### src/pf_pkg.sv
`default_nettype none

package pf_pkg;

    // Field widths
    localparam int TICK_W = 16;
    localparam int LEN_W  = 16;
    localparam int BYTE_W = 8;
    localparam int CAP_W  = 10;
    localparam int SEQ_W  = 8;
    localparam int FCNT_W = 9;

    // Message limits
    localparam int MAX_PAYLOAD = 65535;
    localparam int MAX_FRAMES  = 256;

    // Slice capacity bounds and reset value
    localparam int CAP_MIN   = 1;
    localparam int CAP_MAX   = 512;
    localparam int CAP_RESET = 16;

    // Divider: dividend is len + cap - 1, one quotient bit per step
    localparam int DIVIDEND_W = LEN_W + 1;
    localparam int DIV_STEPS  = DIVIDEND_W;
    localparam int DCNT_W     = $clog2(DIV_STEPS + 1);

    // Output slot codes within one request
    localparam int SLOT_W = 3;
    localparam logic [SLOT_W-1:0] SLOT_TICK_LO = 3'd0;
    localparam logic [SLOT_W-1:0] SLOT_TICK_HI = 3'd1;
    localparam logic [SLOT_W-1:0] SLOT_SEQ     = 3'd2;
    localparam logic [SLOT_W-1:0] SLOT_LAST    = 3'd3;
    localparam logic [SLOT_W-1:0] SLOT_DATA    = 3'd4;

    typedef enum logic [1:0] {
        ST_IDLE,
        ST_DIVIDE,
        ST_EMIT
    } pf_state_t;

    typedef struct packed {
        logic busy;
        logic done;
    } pf_div_stat_t;

endpackage

`default_nettype wire

### src/pf_if.sv
`default_nettype none

// Message channel: one request per payload byte
interface pf_msg_if;
    import pf_pkg::*;

    logic              valid;
    logic              ready;
    logic              first;
    logic [TICK_W-1:0] tick_id;
    logic [LEN_W-1:0]  payload_len;
    logic              has_data;
    logic [BYTE_W-1:0] data_byte;

    modport source (output valid, first, tick_id, payload_len, has_data, data_byte,
                    input ready);
    modport sink   (input valid, first, tick_id, payload_len, has_data, data_byte,
                    output ready);
endinterface

// Frame channel: one request per header or payload byte
interface pf_frm_if;
    import pf_pkg::*;

    logic              valid;
    logic              ready;
    logic [BYTE_W-1:0] out_byte;
    logic              frame_end;
    logic              message_end;

    modport source (output valid, out_byte, frame_end, message_end, input ready);
    modport sink   (input valid, out_byte, frame_end, message_end, output ready);
endinterface

`default_nettype wire

### src/payload_fragmenter.sv
// Payload fragmenter
// msg (sink): one request per payload byte. A request with first=1 carries
//   tick_id and payload_len; has_data=0 marks the single request of an empty
//   message. frm (source): one request per header or payload byte, with
//   frame_end on the last byte of a frame and message_end on the last byte
//   of the message. Each frame opens with tick low, tick high, sequence
//   number and last sequence number.
// cfg_we/cfg_wdata write slice_cap (payload bytes per frame, 0 taken as 1,
//   above 512 taken as 512); write only while the block is idle.
// Flow: a plain payload byte is accepted, then loaded into the output
//   register; one that opens a frame is preceded by its header bytes.
//   A first request also sets the frame count through the restoring
//   divider, which retires one quotient bit per cycle.
// The output register holds a result while frm.ready is low; the next
//   request is taken meanwhile, but no further result is loaded until the
//   held one is taken, and msg.ready stays low while a request is emitting.
// Reset clears all control state, the frame counters and the output valid;
//   slice_cap returns to 16.
`default_nettype none

module payload_fragmenter
(
    input  wire logic                     clk,
    input  wire logic                     rst_n,
    input  wire logic                     cfg_we,
    input  wire logic [pf_pkg::CAP_W-1:0] cfg_wdata,
    pf_msg_if.sink                        msg,
    pf_frm_if.source                      frm
);
    import pf_pkg::*;

    logic [CAP_W-1:0]      slice_cap_reg;
    logic [CAP_W-1:0]      cap_eff;
    logic                  div_start;
    logic [DIVIDEND_W-1:0] div_dividend;
    logic [DIVIDEND_W-1:0] div_quotient;
    pf_div_stat_t          div_stat;

    // Hold the slice capacity register
    always_ff @(posedge clk or negedge rst_n)
    begin
        if (!rst_n)
            slice_cap_reg <= CAP_W'(CAP_RESET);
        else if (cfg_we)
            slice_cap_reg <= cfg_wdata;
    end

    // Clamp the capacity into its working range
    always_comb
    begin
        if (slice_cap_reg < CAP_W'(CAP_MIN))
            cap_eff = CAP_W'(CAP_MIN);
        else if (slice_cap_reg > CAP_W'(CAP_MAX))
            cap_eff = CAP_W'(CAP_MAX);
        else
            cap_eff = slice_cap_reg;
    end

    pf_framer u_framer
    (
        .clk          (clk),
        .rst_n        (rst_n),
        .cap          (cap_eff),
        .msg          (msg),
        .frm          (frm),
        .div_start    (div_start),
        .div_dividend (div_dividend),
        .div_stat     (div_stat),
        .div_quotient (div_quotient)
    );

    pf_divider u_divider
    (
        .clk      (clk),
        .rst_n    (rst_n),
        .start    (div_start),
        .dividend (div_dividend),
        .divisor  (cap_eff),
        .stat     (div_stat),
        .quotient (div_quotient)
    );

endmodule

`default_nettype wire

### src/pf_divider.sv
`default_nettype none

module pf_divider
(
    input  wire logic                           clk,
    input  wire logic                           rst_n,
    input  wire logic                           start,
    input  wire logic [pf_pkg::DIVIDEND_W-1:0]  dividend,
    input  wire logic [pf_pkg::CAP_W-1:0]       divisor,
    output pf_pkg::pf_div_stat_t                stat,
    output logic      [pf_pkg::DIVIDEND_W-1:0]  quotient
);
    import pf_pkg::*;

    logic [DIVIDEND_W-1:0] quo_reg, quo_next;
    logic [CAP_W-1:0]      rem_reg, rem_next;
    logic [CAP_W-1:0]      dsr_reg, dsr_next;
    logic [DCNT_W-1:0]     cnt_reg, cnt_next;
    logic                  done_reg, done_next;

    logic [CAP_W:0]        rem_sh;
    logic [CAP_W:0]        rem_sub;
    logic                  ge;

    // One restoring step: shift in the next dividend bit, subtract if it fits
    always_comb
    begin
        rem_sh  = {rem_reg, quo_reg[DIVIDEND_W-1]};
        rem_sub = rem_sh - {1'b0, dsr_reg};
        ge      = (rem_sh >= {1'b0, dsr_reg});

        quo_next  = quo_reg;
        rem_next  = rem_reg;
        dsr_next  = dsr_reg;
        cnt_next  = cnt_reg;
        done_next = 1'b0;

        if (start)
        begin
            quo_next = dividend;
            rem_next = '0;
            dsr_next = divisor;
            cnt_next = DCNT_W'(DIV_STEPS);
        end
        else if (cnt_reg != '0)
        begin
            quo_next  = {quo_reg[DIVIDEND_W-2:0], ge};
            rem_next  = ge ? rem_sub[CAP_W-1:0] : rem_sh[CAP_W-1:0];
            cnt_next  = cnt_reg - 1'b1;
            done_next = (cnt_reg == DCNT_W'(1));
        end
    end

    // Hold control state
    always_ff @(posedge clk or negedge rst_n)
    begin
        if (!rst_n)
        begin
            cnt_reg  <= '0;
            done_reg <= 1'b0;
        end
        else
        begin
            cnt_reg  <= cnt_next;
            done_reg <= done_next;
        end
    end

    // Hold datapath
    always_ff @(posedge clk)
    begin
        quo_reg <= quo_next;
        rem_reg <= rem_next;
        dsr_reg <= dsr_next;
    end

    assign stat.busy = (cnt_reg != '0);
    assign stat.done = done_reg;
    assign quotient  = quo_reg;

endmodule

`default_nettype wire

### src/pf_framer.sv
`default_nettype none

module pf_framer
(
    input  wire logic                          clk,
    input  wire logic                          rst_n,
    input  wire logic [pf_pkg::CAP_W-1:0]      cap,
    pf_msg_if.sink                             msg,
    pf_frm_if.source                           frm,
    output logic                               div_start,
    output logic      [pf_pkg::DIVIDEND_W-1:0] div_dividend,
    input  wire pf_pkg::pf_div_stat_t          div_stat,
    input  wire logic [pf_pkg::DIVIDEND_W-1:0] div_quotient
);
    import pf_pkg::*;

    localparam logic [DIVIDEND_W-1:0] FRAMES_Q   = DIVIDEND_W'(MAX_FRAMES);
    localparam logic [SEQ_W-1:0]      LAST_MAX   = SEQ_W'(MAX_FRAMES - 1);
    localparam logic [FCNT_W-1:0]     FRAMES_F   = FCNT_W'(MAX_FRAMES);
    localparam logic [LEN_W:0]        PAYLOAD_MX = (MAX_PAYLOAD > 65535) ?
                                                   17'h0FFFF : (LEN_W+1)'(MAX_PAYLOAD);

    pf_state_t             state_reg, state_next;
    logic [TICK_W-1:0]     tick_reg, tick_next;
    logic [SEQ_W-1:0]      last_seq_reg, last_seq_next;
    logic [FCNT_W-1:0]     fcnt_reg, fcnt_next;
    logic [CAP_W-1:0]      spos_reg, spos_next;
    logic [LEN_W-1:0]      left_reg, left_next;
    logic [BYTE_W-1:0]     dbyte_reg, dbyte_next;
    logic                  has_reg, has_next;
    logic                  empty_reg, empty_next;
    logic                  alone_reg, alone_next;
    logic [SLOT_W-1:0]     slot_reg, slot_next;
    logic                  ovalid_reg, ovalid_next;
    logic [BYTE_W-1:0]     obyte_reg, obyte_next;
    logic                  ofe_reg, ofe_next;
    logic                  ome_reg, ome_next;

    logic [LEN_W-1:0]      len_sat;
    logic                  decide;
    logic                  d_has;
    logic                  d_empty;
    logic                  slot_free;
    logic [CAP_W-1:0]      spos_inc;
    logic [LEN_W-1:0]      left_dec;
    logic                  fend;
    logic                  mend;

    assign msg.ready = (state_reg == ST_IDLE);
    assign slot_free = !ovalid_reg || frm.ready;

    // Saturate the message length
    always_comb
    begin
        if ({1'b0, msg.payload_len} > PAYLOAD_MX)
            len_sat = PAYLOAD_MX[LEN_W-1:0];
        else
            len_sat = msg.payload_len;
    end

    assign div_dividend = {1'b0, len_sat} + DIVIDEND_W'(cap) - DIVIDEND_W'(1);

    // Data byte framing
    assign spos_inc = spos_reg + 1'b1;
    assign left_dec = left_reg - 1'b1;
    assign fend     = (spos_inc >= cap) || (left_dec == '0);
    assign mend     = fend && (fcnt_reg == {1'b0, last_seq_reg});

    // Sequencer
    always_comb
    begin
        state_next    = state_reg;
        tick_next     = tick_reg;
        last_seq_next = last_seq_reg;
        fcnt_next     = fcnt_reg;
        spos_next     = spos_reg;
        left_next     = left_reg;
        dbyte_next    = dbyte_reg;
        has_next      = has_reg;
        empty_next    = empty_reg;
        alone_next    = alone_reg;
        slot_next     = slot_reg;
        ovalid_next   = ovalid_reg;
        obyte_next    = obyte_reg;
        ofe_next      = ofe_reg;
        ome_next      = ome_reg;
        div_start     = 1'b0;
        decide        = 1'b0;
        d_has         = has_reg;
        d_empty       = empty_reg;

        // Drop the output slot once taken
        if (ovalid_reg && frm.ready)
            ovalid_next = 1'b0;

        case (state_reg)
            ST_IDLE:
            begin
                if (msg.valid)
                begin
                    dbyte_next = msg.data_byte;
                    if (msg.first)
                    begin
                        tick_next  = msg.tick_id;
                        left_next  = len_sat;
                        fcnt_next  = '0;
                        spos_next  = '0;
                        has_next   = msg.has_data;
                        empty_next = (len_sat == '0);
                        div_start  = 1'b1;
                        state_next = ST_DIVIDE;
                    end
                    else
                    begin
                        decide  = 1'b1;
                        d_has   = msg.has_data;
                        d_empty = 1'b0;
                    end
                end
            end

            ST_DIVIDE:
            begin
                if (div_stat.done)
                begin
                    if (div_quotient == '0)
                        last_seq_next = '0;
                    else if (div_quotient >= FRAMES_Q)
                        last_seq_next = LAST_MAX;
                    else
                        last_seq_next = SEQ_W'(div_quotient - 1'b1);
                    decide = 1'b1;
                end
            end

            ST_EMIT:
            begin
                if (slot_free)
                begin
                    ovalid_next = 1'b1;
                    ofe_next    = 1'b0;
                    ome_next    = 1'b0;
                    slot_next   = slot_reg + 1'b1;
                    case (slot_reg)
                        SLOT_TICK_LO: obyte_next = tick_reg[7:0];
                        SLOT_TICK_HI: obyte_next = tick_reg[15:8];
                        SLOT_SEQ:     obyte_next = fcnt_reg[SEQ_W-1:0];
                        SLOT_LAST:
                        begin
                            obyte_next = last_seq_reg;
                            if (alone_reg)
                            begin
                                ofe_next   = 1'b1;
                                ome_next   = 1'b1;
                                fcnt_next  = FCNT_W'(1);
                                state_next = ST_IDLE;
                            end
                        end
                        SLOT_DATA:
                        begin
                            obyte_next = dbyte_reg;
                            ofe_next   = fend;
                            ome_next   = mend;
                            left_next  = left_dec;
                            if (fend)
                            begin
                                spos_next = '0;
                                fcnt_next = fcnt_reg + 1'b1;
                            end
                            else
                            begin
                                spos_next = spos_inc;
                            end
                            state_next = ST_IDLE;
                        end
                        default:      state_next = ST_IDLE;
                    endcase
                end
            end

            default: state_next = ST_IDLE;
        endcase

        // Route the request: header-only frame, skip, drop or emit
        if (decide)
        begin
            if (d_empty)
            begin
                alone_next = 1'b1;
                slot_next  = SLOT_TICK_LO;
                state_next = ST_EMIT;
            end
            else if (!d_has || (left_reg == '0))
            begin
                state_next = ST_IDLE;
            end
            else if (fcnt_reg >= FRAMES_F)
            begin
                left_next  = left_dec;
                state_next = ST_IDLE;
            end
            else
            begin
                alone_next = 1'b0;
                slot_next  = (spos_reg == '0) ? SLOT_TICK_LO : SLOT_DATA;
                state_next = ST_EMIT;
            end
        end
    end

    // Hold control state
    always_ff @(posedge clk or negedge rst_n)
    begin
        if (!rst_n)
        begin
            state_reg    <= ST_IDLE;
            tick_reg     <= '0;
            last_seq_reg <= '0;
            fcnt_reg     <= '0;
            spos_reg     <= '0;
            left_reg     <= '0;
            ovalid_reg   <= 1'b0;
            slot_reg     <= '0;
            alone_reg    <= 1'b0;
            has_reg      <= 1'b0;
            empty_reg    <= 1'b0;
        end
        else
        begin
            state_reg    <= state_next;
            tick_reg     <= tick_next;
            last_seq_reg <= last_seq_next;
            fcnt_reg     <= fcnt_next;
            spos_reg     <= spos_next;
            left_reg     <= left_next;
            ovalid_reg   <= ovalid_next;
            slot_reg     <= slot_next;
            alone_reg    <= alone_next;
            has_reg      <= has_next;
            empty_reg    <= empty_next;
        end
    end

    // Hold payload
    always_ff @(posedge clk)
    begin
        dbyte_reg <= dbyte_next;
        obyte_reg <= obyte_next;
        ofe_reg   <= ofe_next;
        ome_reg   <= ome_next;
    end

    assign frm.valid       = ovalid_reg;
    assign frm.out_byte    = obyte_reg;
    assign frm.frame_end   = ofe_reg;
    assign frm.message_end = ome_reg;

endmodule

`default_nettype wire

### src/flat_wrapper.sv
// flat-port wrapper written by rule: the top's interface ports become plain ports
module payload_fragmenter_flat import pf_pkg::*;
  (clk, rst_n, cfg_we, cfg_wdata, msg_valid, msg_first, msg_tick_id, msg_payload_len, msg_has_data, msg_data_byte, msg_ready, frm_valid, frm_out_byte, frm_frame_end, frm_message_end, frm_ready);
  pf_msg_if msg_i ();
  pf_frm_if frm_i ();
  input  wire logic clk;
  input  wire logic rst_n;
  input  wire logic cfg_we;
  input  wire logic [pf_pkg::CAP_W-1:0] cfg_wdata;
  input wire logic [$bits(msg_i.valid)-1:0] msg_valid;
  input wire logic [$bits(msg_i.first)-1:0] msg_first;
  input wire logic [$bits(msg_i.tick_id)-1:0] msg_tick_id;
  input wire logic [$bits(msg_i.payload_len)-1:0] msg_payload_len;
  input wire logic [$bits(msg_i.has_data)-1:0] msg_has_data;
  input wire logic [$bits(msg_i.data_byte)-1:0] msg_data_byte;
  output wire logic [$bits(msg_i.ready)-1:0] msg_ready;
  output wire logic [$bits(frm_i.valid)-1:0] frm_valid;
  output wire logic [$bits(frm_i.out_byte)-1:0] frm_out_byte;
  output wire logic [$bits(frm_i.frame_end)-1:0] frm_frame_end;
  output wire logic [$bits(frm_i.message_end)-1:0] frm_message_end;
  input wire logic [$bits(frm_i.ready)-1:0] frm_ready;
  assign msg_i.valid = msg_valid;
  assign msg_i.first = msg_first;
  assign msg_i.tick_id = msg_tick_id;
  assign msg_i.payload_len = msg_payload_len;
  assign msg_i.has_data = msg_has_data;
  assign msg_i.data_byte = msg_data_byte;
  assign msg_ready = msg_i.ready;
  assign frm_valid = frm_i.valid;
  assign frm_out_byte = frm_i.out_byte;
  assign frm_frame_end = frm_i.frame_end;
  assign frm_message_end = frm_i.message_end;
  assign frm_i.ready = frm_ready;
  payload_fragmenter u_core (.clk(clk), .rst_n(rst_n), .cfg_we(cfg_we), .cfg_wdata(cfg_wdata), .msg(msg_i), .frm(frm_i));
endmodule
### config.mk
export PLATFORM = sky130hd
export DESIGN_NAME = payload_fragmenter_flat
export DESIGN_NICKNAME = d
export VERILOG_FILES = /design/src/pf_pkg.sv /design/src/pf_if.sv /design/src/payload_fragmenter.sv /design/src/pf_divider.sv /design/src/pf_framer.sv /design/src/flat_wrapper.sv
export SDC_FILE = /design/constraint.sdc
export NUM_CORES = 1
export LEC_CHECK = 0
export BUFFER_PORTS_ARGS = -buffer_cell sky130_fd_sc_hd__buf_2
export CAP_MARGIN = 20
export CORE_ASPECT_RATIO = 0.8
export CORE_MARGIN = 4
export CORE_UTILIZATION = 30
export DETAILED_ROUTE_END_ITERATION = 16
export PLACE_DENSITY_LB_ADDON = 0.3
export SLEW_MARGIN = 20
export SYNTH_ARGS = -nofsm -noshare
export SYNTH_HDL_FRONTEND = slang
export SYNTH_SLANG_ARGS = --single-unit
### constraint.sdc
create_clock -name clk -period 7 [get_ports clk]
set_clock_uncertainty 0.15 [all_clocks]
set_input_delay 0.7 -clock clk [delete_from_list [all_inputs] [get_ports clk]]
set_output_delay 0.7 -clock clk [all_outputs]
set_load 0.005 [all_outputs]
# Word level (Yosys, flattened, before mapping)
# Index checks and enable logic that the tools add are counted.
# totals
ff_bits	139
in_bits	57
out_inout_bits	12
# classes
add_sub_neg	9
magnitude_cmp	6
eq_ne	23
mux	73
n_reduce_logical	28
# ops
cell	count
16-bit 2-to-1 mux	8
10-bit 2-to-1 mux	8
16-bit logical NOT	3
9-bit 2-to-1 mux	5
8-bit case mux with 5 select lines	1
9-bit case mux with 2 select lines	2
17-bit 2-to-1 mux	2
16-bit case mux with 2 select lines	1
1-bit 2-to-1 mux	21
3-bit 2-to-1 mux	7
10-bit case mux with 2 select lines	1
16-bit by 10-bit adder with 17-bit output	1
17-bit by 9-bit greater-or-equal comparator with 1-bit output (second input constant)	1
17-bit logical NOT	1
17-bit by 1-bit subtractor with 17-bit output (second input constant)	1
2-bit 2-to-1 mux	8
8-bit 2-to-1 mux	2
16-bit by 1-bit subtractor with 16-bit output (second input constant)	1
2-bit inequality test (second input constant)	7
3-bit inequality test (second input constant)	4
11-bit by 10-bit greater-or-equal comparator with 1-bit output	1
10-bit by 1-bit adder with 10-bit output (second input constant)	1
10-bit greater-or-equal comparator	1
10-bit > comparator (second input constant)	1
34 further kinds	50

# Longest topological paths before layout
# Gate-level depths: netlist of run 1.
# depth
ltp_word	9
mapped_depth	16

# Modules after synthesis
# From an unflattened synthesis of run 1, not the netlist that was laid out.
# unflattened
hier_cells	944
hier_area_um2	8934.8
# by_module_without_submodules
mod	n_inst	cells_each	area_each_um2
pf_framer	1	717	6188.4
pf_divider	1	192	2238.4
payload_fragmenter	1	35	508.0

# Least setup slack after synthesis of run 1
# No wires, ideal clock.
# synth_path
path_type	register -> register
startpoint	register u_core.slice_cap_reg[6]
endpoint	register u_core.u_divider.quo_reg[13], in the netlist u_core.u_divider.quotient[13], data pin
arrival_ns	2.977
required_time_ns	6.589
slack_ns	3.611
stages_incl_launch_ff	17
n_path_buf	0
period_less_slack_ns	3.389
path_cell_list	dfrtp_1 -> nor4_1 -> nand3_1 -> a21oi_1 -> inv_1 -> ha_1 -> inv_1 -> ha_1 -> inv_1 -> fa_1 -> nor2b_1 -> o21ai_0 -> a211oi_1 -> o21ai_0 -> a21oi_1 -> mux2i_1 -> nand3_1
# synth_via
elab_chain_cells	6
# synth_lines
element	line_no	source
start, declared	payload_fragmenter.sv:32	logic [CAP_W-1:0] slice_cap_reg;
start signal, assigned	payload_fragmenter.sv:43	slice_cap_reg <= CAP_W'(CAP_RESET);
start signal, assigned	payload_fragmenter.sv:45	slice_cap_reg <= cfg_wdata;
10-bit > comparator	payload_fragmenter.sv:53	else if (slice_cap_reg > CAP_W'(CAP_MAX))
10-bit 2-to-1 mux	payload_fragmenter.sv:53	
10-bit 2-to-1 mux *	payload_fragmenter.sv:51	if (slice_cap_reg < CAP_W'(CAP_MIN))
named net u_core.cap_eff[0]	payload_fragmenter.sv:33	logic [CAP_W-1:0] cap_eff;
16-bit by 10-bit adder with 17-bit output *	pf_framer.sv:61	assign div_dividend = {1'b0, len_sat} + DIVIDEND_W'(cap) - DIVIDEND_W'(1);
17-bit by 1-bit subtractor with 17-bit output *	pf_framer.sv:61	
17-bit 2-to-1 mux *	pf_divider.sv:38	if (start)
named net u_core.u_divider.quo_next[13]	pf_divider.sv:15	logic [DIVIDEND_W-1:0] quo_reg, quo_next;
end signal, assigned	pf_divider.sv:72	quo_reg <= quo_next;
end, declared	pf_divider.sv:15	
# Mark *: on every way through the listed nets, which the timed path passes. The rest lies on a longest branch.
# A chain may end at the register's enable or synchronous reset.

# Worst setup path after layout of run 1
# layout_path
startpoint	register u_core.slice_cap_reg[6]
endpoint	register u_core.u_divider.quo_reg[15], in the netlist u_core.u_divider.quotient[15], data pin
# The elaborated chain is that of the path after synthesis.

==> run metrics, run 1 <==
async set-reset flop share out of synthesis=60.43%; area of the die=32110 um2; crit path capture type=flip-flop; max frequency=261.2 MHz; Max transition margin=39.50%; maximum root-to-sink buffer count=2; Core Area=28560 um2; total global routing overflow=0; simple-gate portion of the synthesized area=17.97%; Layout area overhead=14.33%; # hold bufs at CTS=0; DP HPWL=16.43 mm; Max H-tree Level=4; top-area cell type share of the netlist area=23.64%; vias in the first global route=6797; Clock Tree Root=clkbuf_16; largest family of logic cells by synthesized area=simple AND/OR/NAND/NOR gates; post-CTS setup buffers=0; most area-hungry cell type in the Yosys netlist=dfrtp_1; ys flop type=dfrtp_1; antenna viol nets, final=0; proportion of layout cells with a drive suffix above 1=14.31%; max_cap viols=0; Adder-Cell Fraction of Synth Area=9.570%; final RePlAce weighted congestion=0.8355; post-synthesis sequential area ratio=41.60%; pwr dens=351.9 nW/um2; DRC=0; Post-Synth XOR/XNOR Area=4.187%; worst slew pin tran=0.9075 ns; number of buffers created by CTS=17; synth top area cells=dfrtp_1 (24%), edfxtp_1 (15%), ha_1 (9.1%); commonest cells in the netlist=nand2_1 (138), inv_1 (88), dfrtp_1 (83), o21ai_0 (74), ha_1 (64); status=completed; WP data arrival=3.87 ns; register bit total from synthesis=139; Routed WL=22.42 mm; clk_lat worst skew=0.44 ns; library cells used by synthesis=83; Post-Syn Nets=1075; 1st-pass router iterations=5; io pins=69; die width=199.3 um; first-pass GRT wire length=36.85 mm; Final Net Count=1130; DR vias=6997; setup TNS=0 ns; gr usage total=14.24%; period utilization=54.70%; syn avg cell area=9.229 um2; Mapped Area=8786 um2; Die Y=161.1 um; Starting Density=30.76%; CTS Sinks=139; Final setup viols=0; Fin Hold WS=0.08723 ns; max FFs per register=17; Slew Viols, Final=0; ANT cells=0; Initial DRC Count=534; dpl ws=3.190 ns; clock slew at reported path FFs=0.06 ns; post-cts sizing count=0; Syn Inst Count=952; Post-synth EDFFs=45; Hold Vio Cnt, Final=0; most common cell in the synthesized netlist=nand2_1; Yosys warning total=0; worst-path fanout max=3; unrepaired setup endpoints after global routing=false; CP Class=reg -> reg; WL per Instance=16.13 um; post-synthesis mux area share=3.218%; worst setup margin=3.171 ns; largest net degree at the start of global routing=77; Startpoint Class=flip-flop; # rows=55; CTS tree=yes; worst vdd ir=189.8 uV; WP data required=7.04 ns; HP Class=in -> async; routed vias/inst=5.034; IO Port Bufs=68; Compound-Gate Fraction of Synth Area=17.70%; antenna violations before repair=1; Static Leak=4.446 nW; post-layout min period=3.829 ns
==> power breakdown <==
| part | switching [W] | internal (W) | total [W] |
|---|---|---|---|
| registers | 0.000254 | 0.00114 | 0.00139 |
| logic | 0.000690 | 0.000546 | 0.00124 |
| clock network | 0.000407 | 0.000502 | 0.000909 |
==> metrics by stage <==
stage          instance area [um2]  utilization (%)  instances  power [W]
2_1_floorplan                 8786                -        952   0.002305
3_3_place_gp                  9459            33.12       1358   0.002612
3_5_place_dp                  9462            33.13       1358   0.002630
4_1_cts                      10040            35.15       1390   0.003561
5_1_grt                      10040            35.17       1390   0.003805
6_report                     10040            35.17       1390   0.003534
==> cell usage in the layout, fill, tap and decap left out, types with 10 or more instances in the layout <==
master and n:
o21a_1 10, nand3_1 24, dfxtp_1 10, nor2b_1 13, nor3_1 19, o21ai_0 74, buf_2 67, dfrtp_1 83
xnor2_1 29, nor2_1 49, inv_1 88, xor2_1 13, clkbuf_16 17, a21oi_1 43, a22oi_1 21, nand2_1 138
mux2_2 18, ha_1 64, edfxtp_1 45
==> layout make-up <==
cell class | count | area, um2
clock buffers | 17 | 425.4
clock inverters | 15 | 150.1
fillers | 2913 | 18510
inverters | 90 | 337.8
multi-input cells | 687 | 4641
flip-flops and latches | 139 | 3655
well taps | 370 | 462.9
repair buffers | 72 | 372.9
==> path summary, 6_finish.rpt <==
path	end	slack [ns]	depth (start not counted)	from
hold / removal	u_core.u_framer.slot_reg[1]$_DFF_PN0_	0.09	1	rst_n
min in group clk	u_core.u_framer.dbyte_reg[3]$_DFFE_PP_	0.29	1	msg_data_byte[3]
max in group asynchronous	u_core.slice_cap_reg[7]$_DFFE_PN0P_	5.52	2	rst_n
hold reg to reg	u_core.u_framer.tick_reg[5]$_DFFE_PN0P_	0.32	2	u_core.u_framer.tick_reg[5]$_DFFE_PN0P_
setup / recovery	u_core.u_divider.quotient[15]$_DFFE_PP_	3.17	16	u_core.slice_cap_reg[6]$_DFFE_PN0P_
setup reg to reg	u_core.u_divider.quotient[15]$_DFFE_PP_	3.17	16	u_core.slice_cap_reg[6]$_DFFE_PN0P_
==> worst max-delay path, stage by stage (launching register included) <==
cell      delay (ns)
dfrtp_1         0.39
nor4_1          0.27
nand3_1         0.13
a21oi_1         0.27
inv_1           0.08
ha_1            0.18
inv_1           0.05
ha_1            0.19
inv_1           0.07
fa_1            0.39
nor2b_1         0.12
o21ai_0         0.12
a211oi_1        0.40
o21ai_0         0.19
a21oi_1         0.27
mux2i_1         0.12
a22o_1          0.19
==> metal layers <==
metal  vias up  part of all wire, %  track usage (%)
met5         -                    0                0
met4         0                  1.2            3.642
met3        22                  4.2            2.523
met2       146                   43            20.81
met1      3345                   52            21.69
li1       3484                    -                -
==> logic make-up after synthesis <==
kind of cell | count (synthesis)
fa+ha+maj | 66
flops | 139
mux | 26
buf+inv | 126
simple gates | 319
compound gates | 234
xor+xnor | 42
Note: power is estimated with default switching activity, not from simulation.
==> run 2, diff against run 1 <==
==> constraint.sdc (replaced) <==
create_clock -name clk -period 4 [get_ports clk]
set_clock_uncertainty 0.15 [all_clocks]
set_input_delay 0.4 -clock clk [delete_from_list [all_inputs] [get_ports clk]]
set_output_delay 0.4 -clock clk [all_outputs]
set_load 0.005 [all_outputs]
==> run 2 against run 1 <==
Against the previous run:
- count of clock-buffer cells in the layout rose by 1
- via count is 1.4% higher
- maximum frequency grew 1.6%
- non-clock buffer count rose by 18
- wire length rose by 2.7%
- clock power rose by 79%
- register-to-register slack got worse by 2.9 ns
- critical path depth down 2
- first-iteration DRC count down 17%
- combinational power rose by 78%
- sequential share of layout area fell by 0.66 points
- flip-flop and latch count did not move
- largest cell class unchanged
- largest power group unchanged
==> run metrics, run 2 (synthesized netlist as in run 1, its figures left out) <==
setup TNS=0 ns (unchanged); hold path startpoint=msg_tick_id[5]; max frequency=265.3 MHz (+1.6%); most frequent cells in the layout=nand2_1 (138), inv_1 (88), dfrtp_1 (83); worst vdd ir=313.9 uV (+65%); DP HPWL=17.00 mm (+3.5%); Layout area overhead=16.45%; number of buffers created by CTS=17 (unchanged); Static Leak=4.521 nW (+1.7%); antenna viol nets, final=0 (unchanged); hold depth=3; clk_lat worst skew=0.43 ns (about the same); Internal=0.003926 W (+80%); Crit. path cell count=14 (-2); Clock Tree Root=clkbuf_16; antenna violations before repair=0 (-1); Slew Viols, Final=0 (unchanged); CP Class=reg -> reg; Net Sw Frac=37.43% (-0.80 points); status=completed; unrepaired setup endpoints after global routing=false; Die Y=161.1 um (unchanged); Critical Path, Cell by Cell=nor4_1 -> nand3_1 -> nand2_1 -> nand2_1 -> ha_1 -> inv_1 -> ha_1 -> a211oi_2 -> o21ai_0 -> a2111oi_2 -> o31ai_1 -> a311oi_1 -> xnor2_1 -> o21ai_1; crit path capture type=flip-flop; WP data required=4.00 ns (-3.04 ns); # rows=55 (unchanged); area of the die=32110 um2 (unchanged); 1st-pass router iterations=5 (unchanged); HP Class=in -> reg; fraction of power consumed by sequential logic=38.8% (-0.5 points); worst-path fanout max=3 (unchanged); Final setup viols=0 (unchanged); max_cap viols=0 (unchanged); Max transition margin=33.98% (-5.5 points); die width=199.3 um (unchanged); Critical path origin=u_core.slice_cap_reg[6]$_DFFE_PN0P_; WP data arrival=3.77 ns (-0.10 ns); Fin Hold WS=0.01508 ns (-0.07214 ns); Critical-path top delay cell=a2111oi_2; DR vias=7092 (+1.4%); Starting Density=30.76% (unchanged); maximum root-to-sink buffer count=2 (unchanged); final RePlAce weighted congestion=0.8262 (-1.1%); period utilization=94.22% (+40 points); commonest non-fill, non-tap cell in the layout=nand2_1; number of fill cells=2885 (-0.96%); Max H-tree Level=4 (unchanged); share of power burned in the clock network=26.1% (+0.4 points); vias in the first global route=6999 (+3.0%); CP bufs+invs=1 (-2); max FFs per register=17 (unchanged); combinational power share=35.2% (+0.2 points); Final Net Count=1148 (+1.6%); Hold Vio Cnt, Final=0 (unchanged); CTS Sinks=139 (unchanged); largest net degree at the start of global routing=76 (-1.3%); net switching power=0.002348 W (+74%); io pins=69 (unchanged); R2R Path Start=u_core.slice_cap_reg[6]$_DFFE_PN0P_; pwr dens=613.2 nW/um2 (+74%); gr usage total=14.52% (+0.29 points); worst setup margin=0.2313 ns (-2.940 ns); IO Port Bufs=68 (unchanged); routed vias/inst=5.037 (about the same); proportion of layout cells with a drive suffix above 1=15.22% (+0.91 points); first-pass GRT wire length=37.41 mm (+1.5%); WL per Instance=16.36 um (+1.4%); ANT cells=0 (unchanged); Core Area=28560 um2 (unchanged); CTS tree=yes; R2R cell count=14 (-2); Routed WL=23.03 mm (+2.7%); Initial DRC Count=445 (-17%); dpl ws=0.09483 ns (-3.095 ns); worst slew pin tran=0.9903 ns (+0.08270 ns); total global routing overflow=0 (unchanged); Startpoint Class=flip-flop; DRC=0 (unchanged); delay-heaviest family, CP=compound AO/OA/AOI/OAI gates; clock slew at reported path FFs=0.07 ns (about the same); post-CTS setup buffers=0 (unchanged); post-layout min period=3.769 ns (-0.06041 ns); crit-path max cell delay=0.42 ns (+0.02 ns)
## run 2: cell types whose count changed in the layout (fill, tap and decap cells not counted), moves of 2 or more
cell           before  now
a211oi_2            1    3
a21oi_1            43   41
a21oi_2             0    2
buf_4               5   14
clkinv_2            2    0
clkinvlp_4          2    6
dlygate4sd3_1       0    9
inv_8               3    0
## run 2: metal layers
metal | wire (um) | GRT usage, %
met1 | 11830 | 21.72
met2 | 9994 | 21.57
met3 | 920 | 3.003
met4 | 278 | 3.333
met5 | 0 | 0
## run 2: metrics by stage
step	util, %	area (um2)	cells	power [W]
6_report	35.82	10230	1408	0.006274
5_1_grt	35.82	10230	1408	0.006743
4_1_cts	35.70	10190	1406	0.006320
3_5_place_dp	33.36	9527	1367	0.004654
3_3_place_gp	33.36	9527	1367	0.004622
2_1_floorplan	-	8786	952	0.004035
## run 2: worst register-to-register path, delay by kind of cell (launching register included)
family / cells / cell delay, ns
xor gates and xnor gates: 1 / 0.17
and+or+nand+nor: 4 / 0.72
buffers and inverters: 1 / 0.06
adders and majority gates: 2 / 0.46
DFF: 1 / 0.39
AOI/OAI and AO/OA: 6 / 1.55
## run 2: cell type report
type	count	area [um2]	area share [%]
multi-input combinational	687	4643	45.38
timing repair buffer	90	530.5	5.185
inverter	90	341.6	3.339
tap	370	462.9	4.525
clock buffer	18	439.2	4.293
clock inverter	14	158.9	1.553
sequential	139	3655	35.72
## run 2: path summary, 6_finish.rpt
check,endpoint,slack (ns)
min in group asynchronous,u_core.u_framer.alone_reg$_DFFE_PN0P_,0.47
worst max register to register,u_core.u_divider.quotient[16]$_DFFE_PP_,0.23
worst max-delay path,u_core.u_divider.quotient[16]$_DFFE_PP_,0.23
max in group asynchronous,u_core.u_framer.left_reg[0]$_DFF_PN0_,2.40
worst min-delay path,u_core.u_framer.tick_reg[5]$_DFFE_PN0P_,0.02
worst min register to register,u_core.u_divider.rem_reg[9]$_SDFFE_PP0P_,0.32
## run 2: power by group through the flow
stage | Combinational (W) | Sequential, W | Clock (W)
global route | 0.00251 | 0.00249 | 0.00173
global placement | 0.00217 | 0.00245 | 0
CTS | 0.00222 | 0.00243 | 0.00167
floorplan | 0.00176 | 0.00227 | 0
detailed placement | 0.00221 | 0.00245 | 0
finish | 0.00221 | 0.00243 | 0.00163
## run 2: repair_timing
| item | 4_1_cts | 5_1_grt |
|---|---|---|
| setup endpoints to repair | 0 | 5 |
| hold endpoints to repair | 39 | 2 |
| hold buffers | 7 | 2 |
| gates resized for setup | 0 | 4 |
==> run 3, diff against run 2 <==
--- a/config.mk
+++ b/config.mk
@@ -15,4 +15,5 @@
 export SLEW_MARGIN = 20
 export SYNTH_ARGS = -nofsm -noshare
 export SYNTH_HDL_FRONTEND = slang
+export SYNTH_HIERARCHICAL = 1
 export SYNTH_SLANG_ARGS = --single-unit
==> run 3 against run 2 <==
Against the previous run:
- register-to-register slack better by 0.07 ns
- sequential power grew 2%
- area after synthesis grew 1.7%
- cell area rose by 1.8%
- wire length up 1.9%
- critical path depth up 4
- setup slack improved by 0.073 ns
- synthesized cell count decreased by 0.84%
==> run metrics, run 3 <==
post-layout min period=3.696 ns (-0.07311 ns); commonest cells in the netlist=nand2_1 (113), inv_1 (86), dfrtp_1 (83), ha_1 (63), nor2_1 (63); most used cell, CP=inv_1; # rows=56 (+1.8%); IO Port Bufs=68 (unchanged); maximum root-to-sink buffer count=2 (unchanged); Mapped Area=8935 um2 (+1.7%); antenna violations before repair=0 (unchanged); Critical path origin=u_core/slice_cap_reg[6]$_DFFE_PN0P_; combinational power share=36.5% (+1.3 points); most area-hungry cell type in the Yosys netlist=dfrtp_1; number of buffers created by CTS=17 (unchanged); proportion of layout cells with a drive suffix above 1=16.73% (+1.5 points); most common cell in the synthesized netlist=nand2_1; max_cap viols=0 (unchanged); period utilization=92.39% (-1.8 points); max FFs per register=17 (unchanged); largest net degree at the start of global routing=67 (-12%); Critical Path, Cell by Cell=nor4_2 -> a21oi_1 -> nor2_1 -> inv_1 -> ha_1 -> inv_1 -> ha_1 -> inv_1 -> fa_1 -> nor2b_1 -> o21ai_0 -> a21boi_1 -> buf_4 -> o211ai_1 -> nand3_1 -> o211ai_1 -> xor2_1 -> mux2_2; CTS tree=yes; syn avg cell area=9.465 um2 (+2.6%); gr usage total=14.28% (-0.24 points); worst vdd ir=267.1 uV (-15%); register bit total from synthesis=139 (unchanged); Layout area overhead=16.61%; crit path capture type=flip-flop; register-to-register setup slack=0.30 ns (+0.07 ns); Post-Syn Nets=1066 (-0.84%); CP Class=reg -> reg; CTS Sinks=139 (unchanged); Post-synth EDFFs=45 (unchanged); WP data arrival=3.72 ns (-0.05 ns); ys flop type=dfrtp_1; worst slew pin tran=0.8550 ns (-0.1353 ns); hold depth=3 (unchanged); DP HPWL=17.17 mm (+0.98%); commonest non-fill, non-tap cell in the layout=nand2_1; routed vias/inst=4.998 (-0.78%); max frequency=270.6 MHz (+2.0%); pwr dens=618.9 nW/um2 (+0.92%); DRC=0 (unchanged); worst-path fanout max=3 (unchanged); io pins=69 (unchanged); DR vias=7052 (-0.56%); Yosys warning total=6 (+6); Die Y=162.4 um (+0.80%); crit-path max cell delay=0.41 ns (about the same); WL per Instance=16.64 um (+1.7%); cell count after placement=1364 (-0.22%); setup TNS=0 ns (unchanged); Starting Density=30.43% (-0.33 points); final RePlAce weighted congestion=0.8499 (+2.9%); Clock Tree Root=clkbuf_16; die width=200.9 um (+0.81%); Routed WL=23.47 mm (+1.9%); fraction of power consumed by sequential logic=38.4% (-0.4 points); clock slew at reported path FFs=0.08 ns (about the same); post-layout util=35.49% (-0.34 points); HP Class=in -> reg; vias in the first global route=6845 (-2.2%); Final setup viols=0 (unchanged); Startpoint Class=flip-flop; Placed Instance Area=9667 um2 (+1.5%); 1st-pass router iterations=5 (unchanged); worst setup margin=0.3044 ns (+0.07311 ns); ANT cells=0 (unchanged); most frequent cells in the layout=nand2_1 (113), inv_1 (86), dfrtp_1 (83); Net Sw Frac=38.42% (+0.99 points); Max H-tree Level=4 (unchanged); net switching power=0.002477 W (+5.5%); async set-reset flop share out of synthesis=60.43% (unchanged); status=completed; Internal=0.003971 W (+1.1%); area of the die=32620 um2 (+1.6%); library cells used by synthesis=84 (+1.2%); Max transition margin=42.53% (+8.5 points); Syn Inst Count=944 (-0.84%); Critical-path top delay cell=fa_1; Final Net Count=1143 (-0.44%); first-pass GRT wire length=37.54 mm (+0.35%); total global routing overflow=0 (unchanged); unrepaired setup endpoints after global routing=false; Final Instance Count excl. Fillers=1411 (+0.21%); Slew Viols, Final=0 (unchanged); synth top area cells=dfrtp_1 (23%), edfxtp_1 (15%), ha_1 (8.8%); share of power burned in the clock network=25.1% (-1.0 points); Static Leak=4.562 nW (+0.91%); post-route cell area=10420 um2 (+1.8%); post-CTS setup buffers=0 (unchanged); hold path startpoint=msg_tick_id[5]; antenna viol nets, final=0 (unchanged); clk_lat worst skew=0.42 ns (about the same); R2R cell count=18 (+4); Initial DRC Count=551 (+24%); Core Area=29360 um2 (+2.8%); dpl ws=0.2426 ns (+0.1478 ns); R2R Path Start=u_core/slice_cap_reg[6]$_DFFE_PN0P_; top-area cell type share of the netlist area=23.25% (-0.39 points); post-synthesis sequential area ratio=40.90% (-0.69 points); WP data required=4.02 ns (+0.02 ns); Hold Vio Cnt, Final=0 (unchanged)
[run 3: cell count changes in the layout (fill, tap and decap cells not counted), moves of 10 or more]
| cell | delta |
|---|---|
| o21ai_0 | -37 |
| nand2_1 | -25 |
| a31oi_1 | +17 |
| nor2_1 | +13 |
| a22o_1 | +12 |
| mux2_4 | +10 |
[run 3: final cells by class]
class                           instances  area [um2]
Fill cell                            2937       18940
Multi-Input combinational cell        683        4791
Sequential cell                       139        3655
Timing Repair Buffer                   92       573.1
Tap cell                              377       471.7
Clock buffer                           17       425.4
Inverter                               88       330.3
Clock inverter                         15       172.7
[run 3: cell families (layout without fill, tap and decap cells)]
logic type	after synthesis	count (layout)	synth area share, %
simple gates	327	327	18.82
compound gates	205	205	15.50
flops	139	139	40.90
buf+inv	122	212	5.517
fa+ha+maj	65	65	9.270
xor+xnor	45	45	4.495
mux	41	41	5.489
[run 3: final timing paths]
path,end
hold reg to reg,u_core/u_framer/has_reg$_DFFE_PN0P_
setup / recovery,u_core/u_divider/quotient[15]$_DFFE_PP_
hold / removal,u_core/u_framer/tick_reg[5]$_DFFE_PN0P_
max in group asynchronous,u_core/u_divider/cnt_reg[3]$_DFFE_PN0P_
min in group asynchronous,u_core/u_framer/left_reg[12]$_DFF_PN0_
setup reg to reg,u_core/u_divider/quotient[15]$_DFFE_PP_
[run 3: repair_timing]
action,4_1_cts,5_1_grt
gates resized for setup,0,1
endpoints found under the hold margin,44,0
setup endpoints to repair,0,2
hold buffers,15,0
[run 3: critical path, delay by kind of cell, from the launching register on]
family	cells	cell delay [ns]
buffers and inverters	4	0.36
xor gates and xnor gates	1	0.15
muxes	1	0.26
and+or+nand+nor	4	0.67
AOI/OAI and AO/OA	5	0.71
DFF	1	0.40
adders and majority gates	3	0.75
[run 3: routing by layer]
layer	track usage [%]	wire length [um]
met1	21.26	12150
met2	21.94	10410
met3	1.871	711
met4	3.784	204
met5	0	0
[run 3: metrics by stage]
stage                     total power (W)  hold slack (ns)
after floorplan                  0.004178         -0.04559
after global placement           0.004778           0.2413
after detailed placement         0.004816           0.2447
after CTS                        0.006485         0.001139
after global routing             0.006899          0.01181
final                            0.006448          0.01425
[run 3: power by group through the flow]
| stage | logic, W | registers [W] | clock network, W |
|---|---|---|---|
| detailed placement | 0.00232 | 0.00250 | 0 |
| CTS | 0.00235 | 0.00247 | 0.00166 |
| finish | 0.00235 | 0.00248 | 0.00162 |
| global route | 0.00264 | 0.00254 | 0.00172 |
| global placement | 0.00228 | 0.00250 | 0 |
| floorplan | 0.00190 | 0.00228 | 0 |
